File: src/rtl/bf3_pkg.sv
`timescale 1ns / 1ps
`default_nettype none
// ----------------------------------------------------------------------------
// bf3_pkg: shared types and constants of the 3x3 RGB box filter
// Pixel layout, stream payloads, stage records and register indexes.
// ----------------------------------------------------------------------------
package bf3_pkg;

  localparam int CH_N      = 3;
  localparam int CH_W      = 8;
  localparam int TAG_W     = 10;
  localparam int CFG_W     = 11;
  localparam int CFG_IDX_W = 2;
  localparam int COLSUM_W  = 10;
  localparam int SUM_W     = 12;
  localparam int MUL_W     = 13;
  localparam int PROD_W    = SUM_W + MUL_W;

  // Reciprocal of nine: exact floor for every sum below 32768.
  localparam int DIV9_MUL   = 7282;
  localparam int DIV9_SHIFT = 16;

  localparam int FRAME_WIDTH_RST  = 352;
  localparam int FRAME_HEIGHT_RST = 288;

  localparam logic [CFG_IDX_W-1:0] REG_FRAME_WIDTH  = 2'd0;
  localparam logic [CFG_IDX_W-1:0] REG_FRAME_HEIGHT = 2'd1;

  // Channel 2 is red, 1 is green, 0 is blue.
  typedef logic [CH_N-1:0][CH_W-1:0] pixel_t;

  typedef struct packed {
    pixel_t older;
    pixel_t prev;
  } line_t;

  typedef struct packed {
    logic [CH_W-1:0] red_in;
    logic [CH_W-1:0] green_in;
    logic [CH_W-1:0] blue_in;
  } pix_in_t;

  typedef struct packed {
    logic [CH_W-1:0]  red_out;
    logic [CH_W-1:0]  green_out;
    logic [CH_W-1:0]  blue_out;
    logic [TAG_W-1:0] pixel_row;
    logic [TAG_W-1:0] pixel_col;
    logic             last_of_run;
  } pix_out_t;

  typedef struct packed {
    logic has_win;
    logic interior;
    logic has_rowend;
    logic has_last;
  } flags_t;

  typedef struct packed {
    flags_t                     flags;
    logic [CH_N-1:0][SUM_W-1:0] sum;
    pixel_t                     pass0;
    pixel_t                     mid;
    pixel_t                     px;
    logic [TAG_W-1:0]           row;
    logic [TAG_W-1:0]           col;
  } win_item_t;

endpackage
`default_nettype wire

File: src/rtl/bf3_emit.sv
`timescale 1ns / 1ps
`default_nettype none
// ----------------------------------------------------------------------------
// bf3_emit: division and result sequencing
// Holds one item, divides its window sums by nine and hands its results,
// up to three, to the output register one per cycle while the output is not stalled.
// ----------------------------------------------------------------------------
module bf3_emit (
  input  wire                  clk_i,
  input  wire                  rst_ni,
  input  wire                  item_valid_i,
  output logic                 item_ready_o,
  input  bf3_pkg::win_item_t   item_i,
  output logic                 out_valid_o,
  input  wire                  out_ready_i,
  output bf3_pkg::pix_out_t    out_o
);
  import bf3_pkg::*;

  logic       s2_valid_q;
  win_item_t  item_q;
  logic [2:0] pend_q;
  logic       out_valid_q;
  pix_out_t   out_q;

  logic [2:0]                 sel, pend_next;
  logic                       out_load, emit_now, finish, item_load;
  logic [CH_N-1:0][PROD_W-1:0] prod;
  pixel_t                     quot, res_px;
  logic [TAG_W-1:0]           res_row, res_col;

  always_comb begin
    for (int k = 0; k < CH_N; k++) begin
      prod[k] = PROD_W'(item_q.sum[k]) * PROD_W'(DIV9_MUL);
      quot[k] = prod[k][DIV9_SHIFT +: CH_W];
    end
  end

  assign sel       = pend_q & (~pend_q + 3'd1);
  assign pend_next = pend_q & ~sel;
  assign out_load  = !out_valid_q || out_ready_i;
  assign emit_now  = s2_valid_q && (pend_q != 3'd0) && out_load;
  assign finish    = s2_valid_q && ((pend_q == 3'd0) || (emit_now && (pend_next == 3'd0)));
  assign item_ready_o = !s2_valid_q || finish;
  assign item_load    = item_valid_i && item_ready_o;

  always_comb begin
    res_px  = item_q.px;
    res_row = item_q.row;
    res_col = item_q.col;
    if (sel[0]) begin
      res_px  = item_q.flags.interior ? quot : item_q.pass0;
      res_row = item_q.row - TAG_W'(1);
      res_col = item_q.col - TAG_W'(1);
    end else if (sel[1]) begin
      res_px  = item_q.mid;
      res_row = item_q.row - TAG_W'(1);
    end
  end

  always_ff @(posedge clk_i or negedge rst_ni) begin
    if (!rst_ni) begin
      s2_valid_q  <= 1'b0;
      pend_q      <= 3'd0;
      out_valid_q <= 1'b0;
    end else begin
      if (item_load) begin
        s2_valid_q <= 1'b1;
        pend_q     <= {item_i.flags.has_last, item_i.flags.has_rowend, item_i.flags.has_win};
      end else begin
        if (finish) begin
          s2_valid_q <= 1'b0;
        end
        if (emit_now) begin
          pend_q <= pend_next;
        end
      end
      if (emit_now) begin
        out_valid_q <= 1'b1;
      end else if (out_ready_i) begin
        out_valid_q <= 1'b0;
      end
    end
  end

  always_ff @(posedge clk_i) begin
    if (item_load) begin
      item_q <= item_i;
    end
    if (emit_now) begin
      out_q.red_out     <= res_px[2];
      out_q.green_out   <= res_px[1];
      out_q.blue_out    <= res_px[0];
      out_q.pixel_row   <= res_row;
      out_q.pixel_col   <= res_col;
      out_q.last_of_run <= (pend_next == 3'd0);
    end
  end

  assign out_valid_o = out_valid_q;
  assign out_o       = out_q;

endmodule
`default_nettype wire

File: config.mk
export PLATFORM = sky130hd
export DESIGN_NAME = bf3_emit
export DESIGN_NICKNAME = d
export VERILOG_FILES = /design/src/rtl/bf3_pkg.sv /design/src/rtl/bf3_emit.sv
export SDC_FILE = /design/constraint.sdc
export NUM_CORES = 1
export LEC_CHECK = 0
export ABC_AREA = 1
export BUFFER_PORTS_ARGS = -buffer_cell sky130_fd_sc_hd__buf_4
export CORE_ASPECT_RATIO = 1.5
export CORE_MARGIN = 10
export CORE_UTILIZATION = 65
export CTS_BUF_LIST = sky130_fd_sc_hd__clkbuf_4
export DETAILED_ROUTE_END_ITERATION = 8
export PLACE_DENSITY = 0.95
export RECOVER_POWER = 50
export SLEW_MARGIN = 40
export SYNTH_ARGS = -nofsm -noshare
export SYNTH_HDL_FRONTEND = slang
export SYNTH_SLANG_ARGS = --single-unit
File: constraint.sdc
create_clock -name clk_i -period 11.13 [get_ports clk_i]
set_input_delay 1.113 -clock clk_i [delete_from_list [all_inputs] [get_ports clk_i]]
set_output_delay 1.113 -clock clk_i [all_outputs]
set_load 0.01 [all_outputs]
# After elaboration in Yosys (flattened, before gate mapping)
# Index checks and enable logic that the tools add are counted.
dict set report totals {
  regBits 179
  latchBits 0
  ramBits 0
  mem_bits_ro 0
  input_bits 136
  out_inout_bits 47
  wordCells 62
  mem_count 0
}
dict set report op_classes {
  addsub 3
  multipliers 3
  div 0
  n_lt_le_gt_ge 0
  n_eq_ne 0
  n_shift 0
  mux 12
  n_bitwise 4
  reduce_logical 16
}
# operator count
set ops {}
lappend ops {{two-way mux 24 bit} 3}
lappend ops {{multiplier 12 x 12 -> 23 bit (second input constant)} 3}
lappend ops {{two-way mux 10 bit} 3}
lappend ops {{subtractor 10 x 1 -> 10 bit (second input constant)} 2}
lappend ops {{bitwise AND 3 bit} 2}
lappend ops {{logical NOT 3 bit} 2}
lappend ops {{two-way mux 3 bit} 2}
lappend ops {{NOT 3 bit} 2}
lappend ops {{nonzero test 2 bit} 3}
lappend ops {{logical AND 1 bit} 5}
lappend ops {{two-way mux 1 bit} 4}
lappend ops {{adder 3 x 1 -> 3 bit (second input constant)} 1}
lappend ops {{logical OR 1 bit} 3}
lappend ops {{nonzero test 3 bit} 1}
lappend ops {{logical NOT 1 bit} 2}

# Longest topological paths before layout
dict set report depth {
  word_depth 12
  depth_mapped 23
  mapped_depth_nobuf 23
}

# Worst setup path after synthesis
# No wires, ideal clock.
dict set report synth_path {
  path_type {input to register}
  from {input port out_ready_i}
  to {register item_q[0] (netlist name) (enable)}
  setup_ps 484
  arrival_ps 4039
  required_ps 10646
  setup_slack_ps 6607
  stages 6
  path_cell_list {nor2_1 inv_1 nand2_1 nand2_1 nand2_1 inv_1}
}
dict set report synth_via {
  elab_chain_len 7
}
# element line_no
set synth_rtl {}
lappend synth_rtl {{start: declaration} bf3_emit.sv:15} ;# input wire out_ready_i,
lappend synth_rtl {{logical OR 1 bit} bf3_emit.sv:41} ;# assign out_load = !out_valid_q || out_ready_i;
lappend synth_rtl {{logical AND 1 bit} bf3_emit.sv:42} ;# assign emit_now = s2_valid_q && (pend_q != 3'd0) && out_load;
lappend synth_rtl {{logical AND 1 bit} bf3_emit.sv:43} ;# assign finish = s2_valid_q && ((pend_q == 3'd0) || (emit_now && (pend_next == 3'd0)));
lappend synth_rtl {{logical OR 1 bit} bf3_emit.sv:43}
lappend synth_rtl {{logical AND 1 bit} bf3_emit.sv:43}
lappend synth_rtl {{logical OR 1 bit} bf3_emit.sv:44} ;# assign item_ready_o = !s2_valid_q || finish;
lappend synth_rtl {{via item_ready_o} bf3_emit.sv:12} ;# output logic item_ready_o,
lappend synth_rtl {{logical AND 1 bit} bf3_emit.sv:45} ;# assign item_load = item_valid_i && item_ready_o;
lappend synth_rtl {{via item_load} bf3_emit.sv:27} ;# logic out_load, emit_now, finish, item_load;
lappend synth_rtl {{end signal: assignment} bf3_emit.sv:88} ;# item_q <= item_i;
lappend synth_rtl {{end: declaration} bf3_emit.sv:21} ;# win_item_t item_q;
# The timed path passes the listed nets, and every way through them passes these cells.
# A chain may end at the register's enable or synchronous reset.

# Worst setup path in the final report
dict set report layout_path {
  from {register pend_q[0]}
  to {output port item_ready_o}
}
dict set report layout_via {
  elab_chain_len 10
  word_cells_on_any_way 14
  cone_classes {add/sub: 1; bitwise: 4; reduce/logical: 9}
}
# element line_no
set layout_rtl {}
lappend layout_rtl {{start: declaration} bf3_emit.sv:22} ;# logic [2:0] pend_q;
lappend layout_rtl {{start signal: assignment} bf3_emit.sv:69} ;# pend_q <= {item_i.flags.has_last, item_i.flags.has_rowend, item_i.flags.has_win};
lappend layout_rtl {{start signal: assignment} bf3_emit.sv:75} ;# pend_q <= pend_next;
lappend layout_rtl {{NOT 3 bit} bf3_emit.sv:39} ;# assign sel = pend_q & (~pend_q + 3'd1);
lappend layout_rtl {{adder 3 x 1 -> 3 bit} bf3_emit.sv:39}
lappend layout_rtl {{bitwise AND 3 bit} bf3_emit.sv:39}
lappend layout_rtl {{NOT 3 bit} bf3_emit.sv:40} ;# assign pend_next = pend_q & ~sel;
lappend layout_rtl {{bitwise AND 3 bit} bf3_emit.sv:40}
lappend layout_rtl {{logical NOT 3 bit} bf3_emit.sv:43}
lappend layout_rtl {{logical AND 1 bit} bf3_emit.sv:43}
lappend layout_rtl {{logical OR 1 bit (*)} bf3_emit.sv:43}
lappend layout_rtl {{logical AND 1 bit (*)} bf3_emit.sv:43}
lappend layout_rtl {{logical OR 1 bit (*)} bf3_emit.sv:44}
lappend layout_rtl {{end: declaration} bf3_emit.sv:12}
# Every way passes the cells marked *; elsewhere a longest branch is shown, timed or not.

==> flow_metrics.env <==
export IMPL_dieArea_mm2=0.0274
export IMPL_die_width_um=139
export IMPL_grt_overflow=0
export IMPL_yosys_cell_count_top_type="inv_1"
export IMPL_nets=1988
export IMPL_slew_headroom_pct=37.9
export IMPL_netlist_area_leader_share_pct=38.1
export IMPL_reg2reg_depth=19
export IMPL_synth_area_leaders="edfxtp_1 38%, ha_1 18%, fa_1 13%, inv_1 7.5%, nand2_1 6.7%"
export IMPL_yosysWarnings=0
export IMPL_grt_max_degree=68
export IMPL_first_iter_violations=469
export IMPL_fmax_mhz=209
export IMPL_fin_crit_ns=4.79
export IMPL_crit_required_ns=10.02
export IMPL_r2r_slack_ns=6.52
export IMPL_setup_viol=0
export IMPL_routedWlPerCell_um=18.4
export IMPL_cts_sinks=179
export IMPL_gp_congestion=0.971
export IMPL_start_util_pct=65.6
export IMPL_cp_start_kind="flip-flop"
export IMPL_post_cts_resized=0
export IMPL_postSynthNetCount=1795
export IMPL_cts_buffers=17
export IMPL_port_buffer_count=182
export IMPL_r2r_end="out_o[23]"
export IMPL_insertion_delay_ns=0.61
export IMPL_drc=0
export IMPL_timing_final_crit_share_pct=43.0
export IMPL_rows=65
export IMPL_drt_vias_per_instance=5.41
export IMPL_path_clk_slew_ns=0.15
export IMPL_syn_to_final_growth_pct=12.7
export IMPL_grt_pass1_wl_mm=53.4
export IMPL_cts_hold_buffers=0
export IMPL_hold_viol=0
export IMPL_ys_top_cells_by_count="275 x inv_1, 244 x nand2_1, 201 x ha_1"
export IMPL_synth_area_mm2=0.0137
export IMPL_postSynthCellCount=1371
export IMPL_maxCapViolations=0
export IMPL_yosysUniqueCellTypes=39
export IMPL_syn_avg_cell_area_um2=10.0
export IMPL_cts_root_buffer="clkbuf_4"
export IMPL_hold_class="in2async"
export IMPL_wl_mm=34.0
export IMPL_dr_total_vias=9997
export IMPL_cp_end_kind="output pin"
export IMPL_die_height_um=198
export IMPL_cp_max_fo=20
export IMPL_ys_seq_elements=179
export IMPL_layout_drive_gt1_share_pct=11.0
export IMPL_seq_area_frac_synth_pct=39.0
export IMPL_cts_htree_levels=4
export IMPL_synthFlopType="edfxtp_1"
export IMPL_r2r_start="item_q[99]"
export IMPL_grt_pass1_vias=10894
export IMPL_drtPass1Iterations=7
export IMPL_antenna_left=0
export IMPL_hold_ws_ns=0.349
export IMPL_rsz0062_at_grt="no"
export IMPL_tightest_slew_ns=0.928
export IMPL_synth_edf_count=174
export IMPL_arrival_ns=3.68
export IMPL_cts_tree="yes"
export IMPL_ioPinCount=183
export IMPL_path_class="reg2out"
export IMPL_synth_top_area_cell="edfxtp_1"
export IMPL_slew_viol_final=0
export IMPL_antenna_found_initial=4
export IMPL_skew_ns=0.0267
export IMPL_post_cts_setup_buffers=0
export IMPL_async_flop_share_pct=2.79
export IMPL_grt_usage_pct=24.7
export IMPL_ctsLongestPathBuffers=2
export IMPL_coreArea_mm2=0.0209
export IMPL_status="completed"
export IMPL_fin_tns_setup_ns=0
export IMPL_hpwl_mm=28.6
[cells in the final DEF, fill, tap and decap left out, types with 19 or more instances in the layout]
cell	count
a21oi_1	42
a22o_1	23
inv_1	274
nor2_1	119
o21ai_0	21
edfxtp_1	174
ha_1	201
clkbuf_4	140
xor2_1	19
clkbuf_1	54
nand2_1	245
nand3_1	66
fa_1	87
[cell families after synthesis]
| group | count (synthesis) | synth area share (%) |
|---|---|---|
| AND/OR/NAND/NOR | 463 | 14.3 |
| adder cells (fa/ha/maj) | 288 | 31.0 |
| AO/OA/AOI/OAI | 123 | 5.80 |
| buffers and inverters | 288 | 8.02 |
| flip-flops | 179 | 39.0 |
| XOR/XNOR | 30 | 1.91 |
[per-stage QoR]
step           cells  util [%]  setup slack (ns)  cell area (um^2)
3_3_place_gp    1812      73.7              6.60             15400
5_1_grt         1849      74.0              5.99             15500
3_5_place_dp    1812      73.7              6.48             15400
4_1_cts         1844      75.1              6.49             15700
6_report        1849      74.0              6.34             15500
2_1_floorplan   1371         -              6.61             13700
[worst max-delay path by stage]
stage | from | end | slack, ns | cells after the start
floorplan | out_ready_i | item_q[0] | 6.61 | 6
global placement | item_q[101] | out_o[24] | 6.60 | 18
detailed placement | item_q[101] | out_o[23] | 6.48 | 19
CTS | item_q[101] | out_o[23] | 6.49 | 19
global route | pend_q[0] | item_ready_o | 5.99 | 7
finish | pend_q[0] | item_ready_o | 6.34 | 7
[worst max-delay path, cell delays in order, from the launching register on]
cell	delay (ns)
dfrtp_1	0.59
nor2_1	0.78
clkbuf_1	0.75
inv_1	0.19
o21ai_0	0.42
inv_1	0.07
nand2_1	0.12
buf_4	0.14
[routing by layer]
layer	track usage [%]	share of wire, %	wire length, um	vias to the layer above
li1	-	-	-	4879
met1	24.0	35	11900	4695
met2	47.2	56	18900	314
met3	4.39	3.9	1330	109
met4	14.8	5.4	1840	0
met5	0	0	0	-
[final cells by class]
cell class,instances,area (um^2)
Antenna cell,4,10.0
Clock buffer,17,128
Clock inverter,15,168
Fill cell,1491,5440
Inverter,275,1040
Multi-Input combinational cell,904,7220
Sequential cell,179,5350
Tap cell,268,335
Timing Repair Buffer,187,1210
[state kept, by name, indices dropped and copies added (netlist names)]
name / flops
item_q: 129
out_o: 45
out_valid_o: 1
pend_q: 3
s2_valid_q: 1
Power is not shown: default switching activity piles up to over one toggle a cycle in this logic, so the estimate is an artifact.
