$ cat config.mk
export PLATFORM = sky130hd
export DESIGN_NAME = bf3_ctrl
export DESIGN_NICKNAME = d
export VERILOG_FILES = /design/src/rtl/bf3_pkg.sv /design/src/rtl/bf3_ctrl.sv
export SDC_FILE = /design/constraint.sdc
export NUM_CORES = 1
export LEC_CHECK = 0
export ABC_AREA = 1
export BUFFER_PORTS_ARGS = -buffer_cell sky130_fd_sc_hd__buf_2
export CAP_MARGIN = 10
export CORE_ASPECT_RATIO = 0.6
export CORE_UTILIZATION = 48
export DETAILED_ROUTE_END_ITERATION = 16
export PLACE_DENSITY = 0.78
export SYNTH_ARGS = -nofsm -noshare
export SYNTH_HDL_FRONTEND = slang
export SYNTH_SLANG_ARGS = --single-unit
$ cat constraint.sdc
create_clock -name clk_i -period 4.1 [get_ports clk_i]
set_clock_uncertainty 0.05 [all_clocks]
set_input_delay 0 -clock clk_i [delete_from_list [all_inputs] [get_ports clk_i]]
set_output_delay 0 -clock clk_i [all_outputs]
set_load 0.05 [all_outputs]
$ cat src/rtl/bf3_pkg.sv
`timescale 1ns / 1ps
`default_nettype none
// ----------------------------------------------------------------------------
// bf3_pkg: shared types and constants of the 3x3 RGB box filter
// Pixel layout, stream payloads, stage records and register indexes.
// ----------------------------------------------------------------------------
package bf3_pkg;

  localparam int CH_N      = 3;
  localparam int CH_W      = 8;
  localparam int TAG_W     = 10;
  localparam int CFG_W     = 11;
  localparam int CFG_IDX_W = 2;
  localparam int COLSUM_W  = 10;
  localparam int SUM_W     = 12;
  localparam int MUL_W     = 13;
  localparam int PROD_W    = SUM_W + MUL_W;

  // Reciprocal of nine: exact floor for every sum below 32768.
  localparam int DIV9_MUL   = 7282;
  localparam int DIV9_SHIFT = 16;

  localparam int FRAME_WIDTH_RST  = 352;
  localparam int FRAME_HEIGHT_RST = 288;

  localparam logic [CFG_IDX_W-1:0] REG_FRAME_WIDTH  = 2'd0;
  localparam logic [CFG_IDX_W-1:0] REG_FRAME_HEIGHT = 2'd1;

  // Channel 2 is red, 1 is green, 0 is blue.
  typedef logic [CH_N-1:0][CH_W-1:0] pixel_t;

  typedef struct packed {
    pixel_t older;
    pixel_t prev;
  } line_t;

  typedef struct packed {
    logic [CH_W-1:0] red_in;
    logic [CH_W-1:0] green_in;
    logic [CH_W-1:0] blue_in;
  } pix_in_t;

  typedef struct packed {
    logic [CH_W-1:0]  red_out;
    logic [CH_W-1:0]  green_out;
    logic [CH_W-1:0]  blue_out;
    logic [TAG_W-1:0] pixel_row;
    logic [TAG_W-1:0] pixel_col;
    logic             last_of_run;
  } pix_out_t;

  typedef struct packed {
    logic has_win;
    logic interior;
    logic has_rowend;
    logic has_last;
  } flags_t;

  typedef struct packed {
    flags_t                     flags;
    logic [CH_N-1:0][SUM_W-1:0] sum;
    pixel_t                     pass0;
    pixel_t                     mid;
    pixel_t                     px;
    logic [TAG_W-1:0]           row;
    logic [TAG_W-1:0]           col;
  } win_item_t;

endpackage
`default_nettype wire

$ cat src/rtl/bf3_ctrl.sv
`timescale 1ns / 1ps
`default_nettype none
// ----------------------------------------------------------------------------
// bf3_ctrl: frame size registers and raster position
// Holds the clamped frame size, counts row and column of the next item and
// decodes which results that item will cause.
// ----------------------------------------------------------------------------
module bf3_ctrl #(
  parameter int MAX_WIDTH  = 1024,
  parameter int MAX_HEIGHT = 1024,
  parameter int CW         = $clog2(MAX_WIDTH),
  parameter int RW         = $clog2(MAX_HEIGHT)
) (
  input  wire                            clk_i,
  input  wire                            rst_ni,
  input  wire                            cfg_we_i,
  input  wire [bf3_pkg::CFG_IDX_W-1:0]   cfg_idx_i,
  input  wire [bf3_pkg::CFG_W-1:0]       cfg_wdata_i,
  input  wire                            in_fire_i,
  output logic [CW-1:0]                  addr_o,
  output bf3_pkg::flags_t                flags_o,
  output logic [bf3_pkg::TAG_W-1:0]      tag_row_o,
  output logic [bf3_pkg::TAG_W-1:0]      tag_col_o
);
  import bf3_pkg::*;

  localparam int WW    = $clog2(MAX_WIDTH + 1);
  localparam int HW    = $clog2(MAX_HEIGHT + 1);
  localparam int RST_W = (FRAME_WIDTH_RST > MAX_WIDTH) ? MAX_WIDTH : FRAME_WIDTH_RST;
  localparam int RST_H = (FRAME_HEIGHT_RST > MAX_HEIGHT) ? MAX_HEIGHT : FRAME_HEIGHT_RST;

  logic [WW-1:0] width_q, width_d;
  logic [HW-1:0] height_q, height_d;
  logic [CW-1:0] col_q, col_d;
  logic [RW-1:0] row_q, row_d;
  logic [WW-1:0] clamp_w;
  logic [HW-1:0] clamp_h;
  logic          col_last, row_last;

  always_comb begin
    if (cfg_wdata_i == '0) begin
      clamp_w = WW'(1);
      clamp_h = HW'(1);
    end else begin
      clamp_w = (int'(cfg_wdata_i) > MAX_WIDTH) ? WW'(MAX_WIDTH) : WW'(cfg_wdata_i);
      clamp_h = (int'(cfg_wdata_i) > MAX_HEIGHT) ? HW'(MAX_HEIGHT) : HW'(cfg_wdata_i);
    end
  end

  assign col_last = (WW'(col_q) + WW'(1)) == width_q;
  assign row_last = (HW'(row_q) + HW'(1)) == height_q;

  always_comb begin
    width_d  = width_q;
    height_d = height_q;
    col_d    = col_q;
    row_d    = row_q;
    if (cfg_we_i) begin
      case (cfg_idx_i)
        REG_FRAME_WIDTH: begin
          width_d = clamp_w;
          col_d   = '0;
          row_d   = '0;
        end
        REG_FRAME_HEIGHT: begin
          height_d = clamp_h;
          col_d    = '0;
          row_d    = '0;
        end
        default: begin
        end
      endcase
    end else if (in_fire_i) begin
      if (col_last) begin
        col_d = '0;
        row_d = row_last ? '0 : row_q + RW'(1);
      end else begin
        col_d = col_q + CW'(1);
      end
    end
  end

  always_ff @(posedge clk_i or negedge rst_ni) begin
    if (!rst_ni) begin
      width_q  <= WW'(RST_W);
      height_q <= HW'(RST_H);
      col_q    <= '0;
      row_q    <= '0;
    end else begin
      width_q  <= width_d;
      height_q <= height_d;
      col_q    <= col_d;
      row_q    <= row_d;
    end
  end

  assign addr_o              = col_q;
  assign tag_row_o           = TAG_W'(row_q);
  assign tag_col_o           = TAG_W'(col_q);
  assign flags_o.has_win     = (row_q != '0) && (col_q != '0);
  assign flags_o.interior    = (row_q >= RW'(2)) && (col_q >= CW'(2));
  assign flags_o.has_rowend  = (row_q != '0) && col_last;
  assign flags_o.has_last    = row_last;

endmodule
`default_nettype wire

-- After elaboration in Yosys (flattened, before gate mapping)
Index checks and enable logic that the tools add are counted.
- input bits: 17
- word-level logic and storage cells: 39
- output and inout port bits: 34
- register bits: 42
- memories kept: 0
- latch bits: 0
- memory bits (read-only): 0
- bits in writable memories: 0
- multiply operators: 0
- multiplexer cells: 10
- eq/ne operators: 4
- div/mod/pow operators: 0
- add/subtract/negate cells: 4
- shifts and indexed selects: 0
- magnitude comparators: 3
- reductions and logical operators: 14
- bitwise operators: 0
- operators with widths (cell ; count):
    two-way mux 10 bit ; 8
    adder 10 x 1 -> 11 bit (second input constant) ; 2
    == test 11 bit ; 2
    two-way mux 11 bit ; 2
    adder 10 x 1 -> 10 bit (second input constant) ; 2
    greater-or-equal comparator 10 x 2 -> 1 bit (second input constant) ; 2
    nonzero test 10 bit ; 2
    > comparator 11 bit (second input constant) ; 1
    zero test 11 bit ; 1
    AND reduction 2 bit ; 3
    nonzero test 2 bit ; 2
    logical AND 1 bit ; 3
    AND reduction 3 bit ; 1
    == test 2 x 1 -> 1 bit (second input constant) ; 1
    zero test 2 bit ; 1
    != test 2 bit (second input constant) ; 1
    OR reduction 2 bit ; 1

-- Logic depth before layout (Yosys ltp)
Gate-level depths: netlist (run 1).
- depth in word-level cells: 6
- mapped depth: 15
- mapped depth without buffers: 15

-- Least setup slack after synthesis (run 1)
OpenSTA, ideal clock, no wires.
- kind: register -> output
- start point: register col_q[0], in the netlist addr_o[0]
- end point: output flags_o[1] (netlist name)
- arrival time: 2902 ps
- cell stages (with the launch flop): 13
- slack: 1148 ps
- buffers on the path: 0
- cells stage by stage: dfrtp_1 inv_1 ha_1 inv_1 nand2_1 nand2_1 nor2_1 nand2_1 nor2_1 nand3_1 a31oi_1 nand2_1 nor3_1
- RTL lines (item ; RTL line ; source):
    start: declaration ; bf3_ctrl.sv:34 ; logic [CW-1:0] col_q, col_d;
    start signal: assignment ; bf3_ctrl.sv:92 ; col_q <= col_d;
    end: declaration ; bf3_ctrl.sv:21 ; output bf3_pkg::flags_t flags_o,

==> key figures, run 1 <==
Global routing
  – Vias in the first global route: 2641
  – Initial antenna violation count: 0
  – Gr ovfl total: 0
  – GRT Total Usage: 0.262
  – Largest net degree at the start of global routing: 43
  – First-pass GRT wire length: 13.2 mm

Place
  – Dpl hpwl: 6.34 mm
  – I/O Buffers: 50
  – GPL Wtd Cong: 0.902

Logic synthesis
  – Netlist Area Pre-Place: 0.00299 mm²
  – Yosys cell types: 27
  – Avg Cell Area, Syn: 6.55 µm²
  – Largest cells by area after synthesis: dfrtp_1 31%, nand2_1 19%, inv_1 8.4%
  – Yosys reg bits: 42
  – Synth top area share: 0.309
  – Yosys top cell by area: dfrtp_1
  – Sequential-to-total area share from yosys stat: 0.353
  – Net Count, Synth: 480
  – Syn Inst Count: 457
  – Synth Warn #: 0

Pwr
  – P_leak: 1.82 nW
  – Cell Pwr Density: 356 mW/mm²
  – Peak VDD IR: 190 µV
  – Total Power: 1.22 mW

Routing
  – Post-route DRC violation count: 0
  – Drt pass-1 iters: 5
  – DR vias/cell: 5.35
  – Post-DRT Antenna Nets: 0
  – Initial DRC count: 296
  – Via count: 3142
  – DR WL/cell: 14.0 µm
  – Final WL: 8.21 mm

Clocking
  – Post-CTS Setup Inserts: 0
  – Reg clk slew, reported paths: 90 ps
  – CTS tree: built
  – CTS H-tree lvls: 2
  – Post-cts gate resize count: 0
  – Sink Count: 42
  – Maximum buffer depth of the clock tree: 2
  – CTS root buf: clkbuf_8
  – Worst-Skew Late Latency: 310 ps
  – Num CTS Buffers: 5

Worst hold path
  – Hold Crit Depth: 5
  – Hold path endpoint: height_q[7]
  – Min-delay src: cfg_wdata_i[7]
  – Hold WC Path Type: in -> reg

Timing
  – TNS Setup: 0 ps
  – Slew HR: 0.373
  – Fin. Hold Viols: 0
  – Least-Margin Pin Slew: 941 ps
  – Final Setup Violations: 0
  – Fmax: 0.386 GHz
  – RSZ-0062 raised after global routing: no
  – Minimum clock period: 2590 ps
  – Period utilisation layout: 0.632
  – Max Transition Viols Final: 0

Run
  – Max Cap Viol: 0

Floorplan
  – Die W: 104 µm
  – Core area: 0.00578 mm²
  – Die span in y: 63.2 µm
  – Initial Util: 0.518
  – I/O pin total: 51
  – Row count: 21
  – Full die area: 0.00657 mm²

Critical path
  – Worst EP required: 4050 ps
  – Crit path DAT: 2540 ps
  – Critical path launch point type: flop
  – R2R Path End: tag_row_o[7]
  – RR Startpoint: addr_o[0]
  – Crit path max fanout: 6
  – Setup crit end kind: output pin
  – CP Class: reg -> out
  – R2r setup slk: 1660 ps
  – Worst r2r path cells: 15

Finish
  – Layout cell share with drive strength beyond 1: 0.156
  – Diodes inserted: 0
  – Register Area: 0.00106 mm²
  – Final nets: 529
  – Multi-input logic area: 0.00158 mm²
  – Area growth syn-to-layout: 14.6%
  – FILL cells: 539

Run status
  – Status: finished, final reports clean
## cell families after synthesis
| family | synth area share |
|---|---|
| XOR/XNOR | 0.0176 |
| AND/OR/NAND/NOR | 0.383 |
| adder cells (fa/ha/maj) | 0.0251 |
| buffers and inverters | 0.119 |
| AO/OA/AOI/OAI | 0.102 |
| flip-flops | 0.353 |
## registers in the layout (all words and copies together), names as in the netlist
register / cells
width_q: 11
height_q: 11
tag_row_o: 10
addr_o: 10
## cells in the final DEF (no fill, tap or decap), drive strengths merged, types with 6 or more instances in the layout
cell type,n
a21oi,16
buf,50
dfrtp,37
dlygate4sd3,8
ha,6
inv,67
nand2,159
nand3,44
nand4,10
nor2,44
nor3,6
o21ai,24
o22ai,11
## layout make-up
class                   instances  area share
inverters                      68      0.0744
flip-flops and latches         42       0.308
clock inverters                 3      0.0117
clock buffers                   5      0.0201
repair buffers                 58      0.0963
multi-input cells             331       0.460
well taps                      80      0.0292
## worst max-delay path by stage
stage	start	to	slack, ps
after floorplan	addr_o[0]	flags_o[1]	1150
after CTS	addr_o[0]	flags_o[1]	1550
after detailed placement	addr_o[0]	tag_row_o[7]	1730
final	addr_o[0]	flags_o[1]	1510
after global placement	addr_o[0]	tag_row_o[9]	1810
after global routing	addr_o[0]	flags_o[1]	1350
## synthesized netlist by cell type
cell type,instances
nand4_1,10
nor2_4,2
clkbuf_1,4
a21oi_1,15
a21oi_4,1
nor2_1,37
or2_2,1
nand2_4,2
nor4_1,2
ha_1,6
dfrtp_1,37
nand2_1,153
nor3_1,6
inv_1,67
dfstp_2,5
o21bai_4,1
buf_1,1
o22ai_1,11
nor2_2,5
a31oi_1,1
clkinv_1,1
xnor2_1,2
buf_4,11
o21ai_0,24
nand3_1,44
nand2_2,4
xor2_1,4
## stage by stage
step | cells | worst slack [ps] | hold slack (ps) | util | instance area, µm²
final | 587 | 1510 | 21.5 | 0.594 | 3430
after detailed placement | 571 | 1730 | 144 | 0.561 | 3240
after CTS | 587 | 1550 | 8.68 | 0.594 | 3430
after global routing | 587 | 1350 | 53.3 | 0.594 | 3430
after global placement | 571 | 1810 | 139 | 0.561 | 3240
after floorplan | 457 | 1150 | -346 | - | 2990
## timing repair
item	4_1_cts	5_1_grt
hold endpoints to repair	45	0
endpoints found under the setup margin	0	0
hold buffers	8	0
## power by group
part           leakage [nW]  switching, mW  total (mW)  internal [mW]
clock network        0.0579          0.153       0.332          0.179
registers             0.544         0.0477       0.509          0.462
logic                  1.22          0.266       0.381          0.115
## worst max-delay path: stages (launching register included)
cell	delay [ps]
dfrtp_1	490
inv_1	170
ha_1	380
inv_1	50
nand2_1	50
nand2_1	50
nor2_1	140
nand2_1	80
nor2_1	80
nand3_1	70
a31oi_1	160
nand2_1	100
nor3_1	130
buf_2	290
## per-layer routing
layer  part of all wire  wire length (µm)  track usage  vias to the layer above
li1                   -                 -            -                     1541
met4             0.0095                78       0.0714                        0
met5                  0                 0            0                        -
met3               0.11               900       0.0631                        9
met1               0.50              4120        0.418                     1420
met2               0.38              3110        0.343                      172
(Power assumes the default switching activity.)
==> run 2, diff against run 1 <==
--- a/config.mk
+++ b/config.mk
@@ -11,7 +11,7 @@
 export CORE_ASPECT_RATIO = 0.6
 export CORE_UTILIZATION = 48
 export DETAILED_ROUTE_END_ITERATION = 16
-export PLACE_DENSITY = 0.78
+export PLACE_DENSITY = 0.81
 export SYNTH_ARGS = -nofsm -noshare
 export SYNTH_HDL_FRONTEND = slang
 export SYNTH_SLANG_ARGS = --single-unit
==> constraint.sdc (replaced) <==
create_clock -name clk_i -period 2.2 [get_ports clk_i]
set_clock_uncertainty 0.05 [all_clocks]
set_input_delay 0 -clock clk_i [delete_from_list [all_inputs] [get_ports clk_i]]
set_output_delay 0 -clock clk_i [all_outputs]
set_load 0.05 [all_outputs]
==> key figures, run 2 (synthesis gave the netlist of run 1 again) <==
Timing
  – Final Setup Violations: 18 (was 0)
  – Final WS setup: -67.3 ps (was 1510 ps)
  – Fmax: 0.441 GHz
  – Max Transition Viols Final: 0 (unchanged)
  – Least-Margin Pin Slew: 476 ps (was 941 ps)
  – RSZ-0062 raised after global routing: yes (was no)
  – Minimum clock period: 2270 ps
  – Period utilisation layout: 1.03
  – Fin. Hold Viols: 0 (unchanged)
  – Slew HR: 0.683 (was 0.373)
  – TNS Setup: -804 ps (was 0 ps)

Finish
  – Non-Filler Instances: 611 (was 587)
  – Final nets: 553 (was 529)
  – Area growth syn-to-layout: 25.1% (was 14.6%)
  – Core Util, Final: 0.648 (was 0.594)
  – Design Area, Final: 0.00374 mm² (was 0.00343 mm²)
  – Diodes inserted: 0 (unchanged)
  – Most frequent cells in the layout: 147 x nand2_1, 62 x inv_1, 48 x buf_2 (was 153 x nand2_1, 67 x inv_1, 50 x buf_2)
  – Layout cell share with drive strength beyond 1: 0.252 (was 0.156)
  – Regs by FF count: height_q: 11 flops, width_q: 11 flops (unchanged)
  – FILL cells: 488 (was 539)
  – Commonest non-fill, non-tap cell in the layout: nand2_1 (unchanged)

Critical path
  – CP Cell Sequence: inv_2, ha_4, inv_2, nand2_1, nand2_1, nor2_2, nand2_1, nor2_1, nand3_1, a31oi_1, nand2_1, nor3_4, buf_6 (was inv_1, ha_1, inv_1, nand2_1, nand2_1, nor2_1, nand2_1, nor2_1, nand3_1, a31oi_1, nand2_1, nor3_1, buf_2)
  – Crit path DAT: 2220 ps (was 2540 ps)
  – Crit path max fanout: 4 (was 6)
  – Critical path launch point type: flop (unchanged)
  – Setup crit end kind: output pin (unchanged)
  – WP buf/inv: 3 (unchanged)
  – Cell family with most CP delay: simple AND/OR/NAND/NOR gates (unchanged)
  – Critical Path Most Common Cell: nand2_1 (unchanged)
  – CP max stage cell: dfrtp_2 (was dfrtp_1)
  – Worst EP required: 2150 ps (was 4050 ps)
  – CP Class: reg -> out (unchanged)
  – Crit-path max cell delay: 420 ps (was 490 ps)

Floorplan
  – Full die area: 0.00657 mm² (unchanged)
  – Die W: 104 µm (unchanged)
  – Row count: 21 (unchanged)
  – Core area: 0.00578 mm² (unchanged)
  – Initial Util: 0.518 (unchanged)
  – Die span in y: 63.2 µm (unchanged)
  – I/O pin total: 51 (unchanged)

Global routing
  – Initial antenna violation count: 0 (unchanged)
  – Largest net degree at the start of global routing: 22 (was 43)
  – Vias in the first global route: 2753 (was 2641)
  – Gr ovfl total: 0 (unchanged)
  – First-pass GRT wire length: 13.7 mm (was 13.2 mm)
  – GRT Total Usage: 0.266 (was 0.262)

Clocking
  – Worst-Skew Late Latency: 300 ps (was 310 ps)
  – Maximum buffer depth of the clock tree: 2 (unchanged)
  – CTS root buf: clkbuf_8 (unchanged)
  – CTS H-tree lvls: 2 (unchanged)
  – CTS tree: built (unchanged)
  – Num CTS Buffers: 5 (unchanged)
  – Reg clk slew, reported paths: 80 ps (was 90 ps)
  – Sink Count: 42 (unchanged)

Routing
  – DR WL/cell: 14.5 µm (was 14.0 µm)
  – Post-DRT Antenna Nets: 0 (unchanged)
  – Final WL: 8.83 mm (was 8.21 mm)
  – DR vias/cell: 5.41 (was 5.35)
  – Initial DRC count: 366 (was 296)
  – Drt pass-1 iters: 5 (unchanged)
  – Via count: 3304 (was 3142)
  – Post-route DRC violation count: 0 (unchanged)

Worst hold path
  – Hold WC Path Type: in -> reg (unchanged)

Place
  – GPL Wtd Cong: 1.02 (was 0.902)
  – Placed cells: 584 (was 571)
  – Cell Area, Placed: 0.00336 mm² (was 0.00324 mm²)
  – I/O Buffers: 50 (unchanged)
  – Dpl hpwl: 6.55 mm (was 6.34 mm)

Run
  – Max Cap Viol: 0 (unchanged)

Run status
  – Status: finished, violations left (was finished, final reports clean)
  – Failing checks: negative setup slack

Pwr
  – Total Power: 2.33 mW (was 1.22 mW)
  – Peak VDD IR: 416 µV (was 190 µV)
  – P_leak: 1.94 nW (was 1.82 nW)
  – Cell Pwr Density: 624 mW/mm² (was 356 mW/mm²)
-- run 2: cell type report --
class / count / area (µm²) / area share
Sequential cell: 42 / 1070 / 0.285
Clock inverter: 1 / 5.00 / 0.00134
Inverter: 68 / 255 / 0.0682
Clock buffer: 7 / 86.3 / 0.0231
Multi-Input combinational cell: 332 / 1710 / 0.457
Tap cell: 80 / 100 / 0.0267
Timing Repair Buffer: 81 / 522 / 0.139
-- run 2: report_power, final --
| group | total (mW) | switching, mW | internal [mW] |
|---|---|---|---|
| Combinational | 0.867 | 0.565 | 0.301 |
| Clock | 0.521 | 0.268 | 0.253 |
| Sequential | 0.947 | 0.0830 | 0.864 |
| Total | 2.33 | 0.916 | 1.42 |
-- run 2: worst register-to-register path: stages (launching register included) --
cell     delay, ps
dfrtp_2        420
inv_2           70
ha_4           280
inv_2           30
nand2_1         50
nand2_1         70
nor2_2         130
buf_4          120
nand3_1         70
nor2_1          90
nand2_1         60
nor2_1         170
nand2_2        160
nand2_4        140
buf_4          160
o22ai_1         80
-- run 2: final timing paths --
check                               start           to  slack (ps)  cells past startpoint
setup / recovery                addr_o[0]   flags_o[1]         -70                     13
hold / removal             cfg_wdata_i[6]   width_q[6]          20                      5
setup reg to reg                addr_o[0]    addr_o[9]         -60                     15
hold reg to reg               height_q[1]  height_q[1]         470                      2
max in group asynchronous          rst_ni  height_q[8]        1360                      3
min in group asynchronous          rst_ni  height_q[2]         130                      2
-- run 2: through the flow --
| stage | hold WS (ps) | setup slack [ps] |
|---|---|---|
| 2_1_floorplan | -346 | 24.8 |
| 3_3_place_gp | -91.8 | 30.3 |
| 3_5_place_dp | -81.3 | -42.3 |
| 4_1_cts | 21.3 | -70.6 |
| 5_1_grt | 48.9 | -209 |
| 6_report | 18.9 | -67.3 |
-- run 2: routing by layer --
metal | vias up | global-route usage | part of all wire
met3 | 10 | 0.0714 | 0.10
met5 | - | 0 | 0
met1 | 1532 | 0.409 | 0.49
li1 | 1596 | - | -
met2 | 166 | 0.362 | 0.40
met4 | 0 | 0.0643 | 0.010
-- run 2: timing repair --
action,4_1_cts,5_1_grt
hold buffers,6,0
setup buffers,6,6
pin swaps,3,9
setup endpoints to repair,12,21
cloned,0,1
resized for setup,17,21
endpoints found under the hold margin,33,0
==> run 3, diff against run 2 <==
--- a/config.mk
+++ b/config.mk
@@ -6,7 +6,7 @@
 export NUM_CORES = 1
 export LEC_CHECK = 0
 export ABC_AREA = 1
-export BUFFER_PORTS_ARGS = -buffer_cell sky130_fd_sc_hd__buf_2
+export BUFFER_PORTS_ARGS = -buffer_cell sky130_fd_sc_hd__buf_4
 export CAP_MARGIN = 10
 export CORE_ASPECT_RATIO = 0.6
 export CORE_UTILIZATION = 48
==> key figures, run 3 (synthesis gave the netlist of run 1 again) <==
Run status
  – Status: finished, violations left (unchanged)
  – Failing checks: negative setup slack (unchanged)

Timing
  – Minimum clock period: 2230 ps (was 2270 ps)
  – RSZ-0062 raised after global routing: yes (unchanged)
  – Max Transition Viols Final: 0 (unchanged)
  – Min Hold Slack: 25.2 ps (was 18.9 ps)
  – Fmax: 0.448 GHz (was 0.441 GHz)
  – TNS Setup: -30.1 ps (was -804 ps)
  – Fin. Hold Viols: 0 (unchanged)
  – Period utilisation layout: 1.01 (was 1.03)
  – Least-Margin Pin Slew: 556 ps (was 476 ps)
  – Final WS setup: -30.1 ps (was -67.3 ps)
  – Slew HR: 0.629 (was 0.683)
  – Final Setup Violations: 1 (was 18)

Critical path
  – Crit path capture: flags_o[1] (unchanged)
  – Setup crit end kind: output pin (unchanged)
  – RR Startpoint: addr_o[0] (unchanged)
  – CP max stage cell: dfrtp_2 (unchanged)
  – Critical Path Most Common Cell: nand2_1 (unchanged)
  – CP Cell Sequence: inv_1, ha_4, inv_1, nand2_1, nand2_1, nor2_1, nand2_1, nor2_1, nand3_1, a31oi_1, nand2_2, nor3_4, buf_6 (was inv_2, ha_4, inv_2, nand2_1, nand2_1, nor2_2, nand2_1, nor2_1, nand3_1, a31oi_1, nand2_1, nor3_4, buf_6)
  – Worst EP required: 2150 ps (about the same)
  – Worst setup startpoint: addr_o[1] (was addr_o[0])
  – Crit path max fanout: 4 (unchanged)
  – R2r setup slk: 0 ps (was -60 ps)
  – Crit path DAT: 2180 ps (was 2220 ps)
  – Crit-path max cell delay: 400 ps (was 420 ps)
  – CP Class: reg -> out (unchanged)
  – Worst r2r path cells: 15 (unchanged)
  – Critical path launch point type: flop (unchanged)
  – R2R Path End: tag_row_o[4] (was addr_o[9])

Routing
  – DR WL/cell: 15.6 µm (was 14.5 µm)
  – Post-route DRC violation count: 0 (unchanged)
  – Initial DRC count: 434 (was 366)
  – Post-DRT Antenna Nets: 0 (unchanged)
  – Drt pass-1 iters: 6 (was 5)
  – Final WL: 9.51 mm (was 8.83 mm)
  – Via count: 3401 (was 3304)
  – DR vias/cell: 5.57 (was 5.41)

Clocking
  – Reg clk slew, reported paths: 80 ps (about the same)
  – Maximum buffer depth of the clock tree: 2 (unchanged)
  – Num CTS Buffers: 5 (unchanged)
  – CTS H-tree lvls: 2 (unchanged)
  – Sink Count: 42 (unchanged)
  – CTS root buf: clkbuf_8 (unchanged)
  – CTS tree: built (unchanged)
  – Worst-Skew Late Latency: 290 ps (was 300 ps)

Pwr
  – Flop pwr share: 0.403 (was 0.406)
  – Internal power: 1.42 mW (about the same)
  – Total Power: 2.34 mW (was 2.33 mW)
  – Switching share of power: 0.394 (was 0.392)
  – P_leak: 1.95 nW (was 1.94 nW)
  – Cell Pwr Density: 600 mW/mm² (was 624 mW/mm²)
  – Combinational Power Share: 0.391 (was 0.371)
  – Sw power: 0.924 mW (was 0.916 mW)
  – Peak VDD IR: 424 µV (was 416 µV)
  – Clock Power Share: 0.206 (was 0.223)

Floorplan
  – Die W: 104 µm (unchanged)
  – Initial Util: 0.518 (unchanged)
  – Full die area: 0.00657 mm² (unchanged)
  – Row count: 21 (unchanged)
  – I/O pin total: 51 (unchanged)
  – Core area: 0.00578 mm² (unchanged)
  – Die span in y: 63.2 µm (unchanged)

Finish
  – Area growth syn-to-layout: 30.6% (was 25.1%)
  – Layout cell share with drive strength beyond 1: 0.267 (was 0.252)
  – Diodes inserted: 0 (unchanged)
  – Design Area, Final: 0.00391 mm² (was 0.00374 mm²)
  – Most frequent cells in the layout: 144 x nand2_1, 72 x buf_4, 63 x inv_1 (was 147 x nand2_1, 62 x inv_1, 48 x buf_2)
  – Core Util, Final: 0.676 (was 0.648)
  – Final nets: 553 (unchanged)
  – Regs by FF count: height_q: 11 flops, width_q: 11 flops (unchanged)
  – Commonest non-fill, non-tap cell in the layout: nand2_1 (unchanged)

Worst hold path
  – Hold WC Path Type: in -> reg (unchanged)

Place
  – I/O Buffers: 50 (unchanged)
  – Dpl hpwl: 6.81 mm (was 6.55 mm)
  – Cell Area, Placed: 0.00349 mm² (was 0.00336 mm²)
  – GPL Wtd Cong: 1.05 (was 1.02)

Global routing
  – Initial antenna violation count: 0 (unchanged)
  – Gr ovfl total: 0 (unchanged)
  – Vias in the first global route: 2908 (was 2753)
  – First-pass GRT wire length: 14.3 mm (was 13.7 mm)
  – Largest net degree at the start of global routing: 43 (was 22)
  – GRT Total Usage: 0.278 (was 0.266)

Run
  – Max Cap Viol: 0 (unchanged)
-- run 3: worst min-delay path by stage --
stage | startpoint | to | depth (start not counted)
final | cfg_wdata_i[6] | width_q[6] | 5
after detailed placement | rst_ni | width_q[4] | 1
after CTS | cfg_wdata_i[5] | width_q[5] | 5
after floorplan | rst_ni | addr_o[0] | 0
after global routing | cfg_wdata_i[6] | width_q[6] | 5
after global placement | rst_ni | width_q[7] | 1
-- run 3: worst max-delay path, delay by kind of cell, from the launching register on --
kind	cells	cell delay [ps]
adder cells (fa/ha/maj)	1	300
AND/OR/NAND/NOR	8	710
AO/OA/AOI/OAI	1	190
buffers and inverters	3	310
flip-flops	1	400
-- run 3: final cells by class --
| cell class | count | area [µm²] |
|---|---|---|
| clock buffers | 8 | 80.1 |
| repair buffers | 80 | 633 |
| well taps | 80 | 100 |
| inverters | 68 | 255 |
| multi-input cells | 333 | 1770 |
| flip-flops and latches | 42 | 1070 |
| fillers | 507 | 1870 |
-- run 3: layer usage --
layer	track usage	part of all wire
met5	0	0
met4	0.0571	0.0089
met3	0.0714	0.13
met2	0.383	0.41
met1	0.429	0.45
-- run 3: repair_timing --
action,CTS,global route
buffers inserted,5,7
gates resized for setup,13,36
setup endpoints to repair,14,17
cloned,0,2
hold buffers,5,0
pin swaps,3,11
hold endpoints to repair,44,0
-- run 3: through the flow --
step                setup WS, ps  instances
finish                     -30.1        611
global route                -135        611
CTS                        -16.0        602
detailed placement         -30.1        584
global placement            24.7        584
floorplan                   24.8        457
-- run 3: power groups by stage --
stage          logic, mW  registers (mW)  clock network (mW)
2_1_floorplan      0.468            1.01                   0
3_3_place_gp       0.733           0.955                   0
3_5_place_dp       0.748           0.960                   0
4_1_cts            0.807           0.938               0.490
5_1_grt            0.977           0.953               0.523
6_report           0.917           0.944               0.483
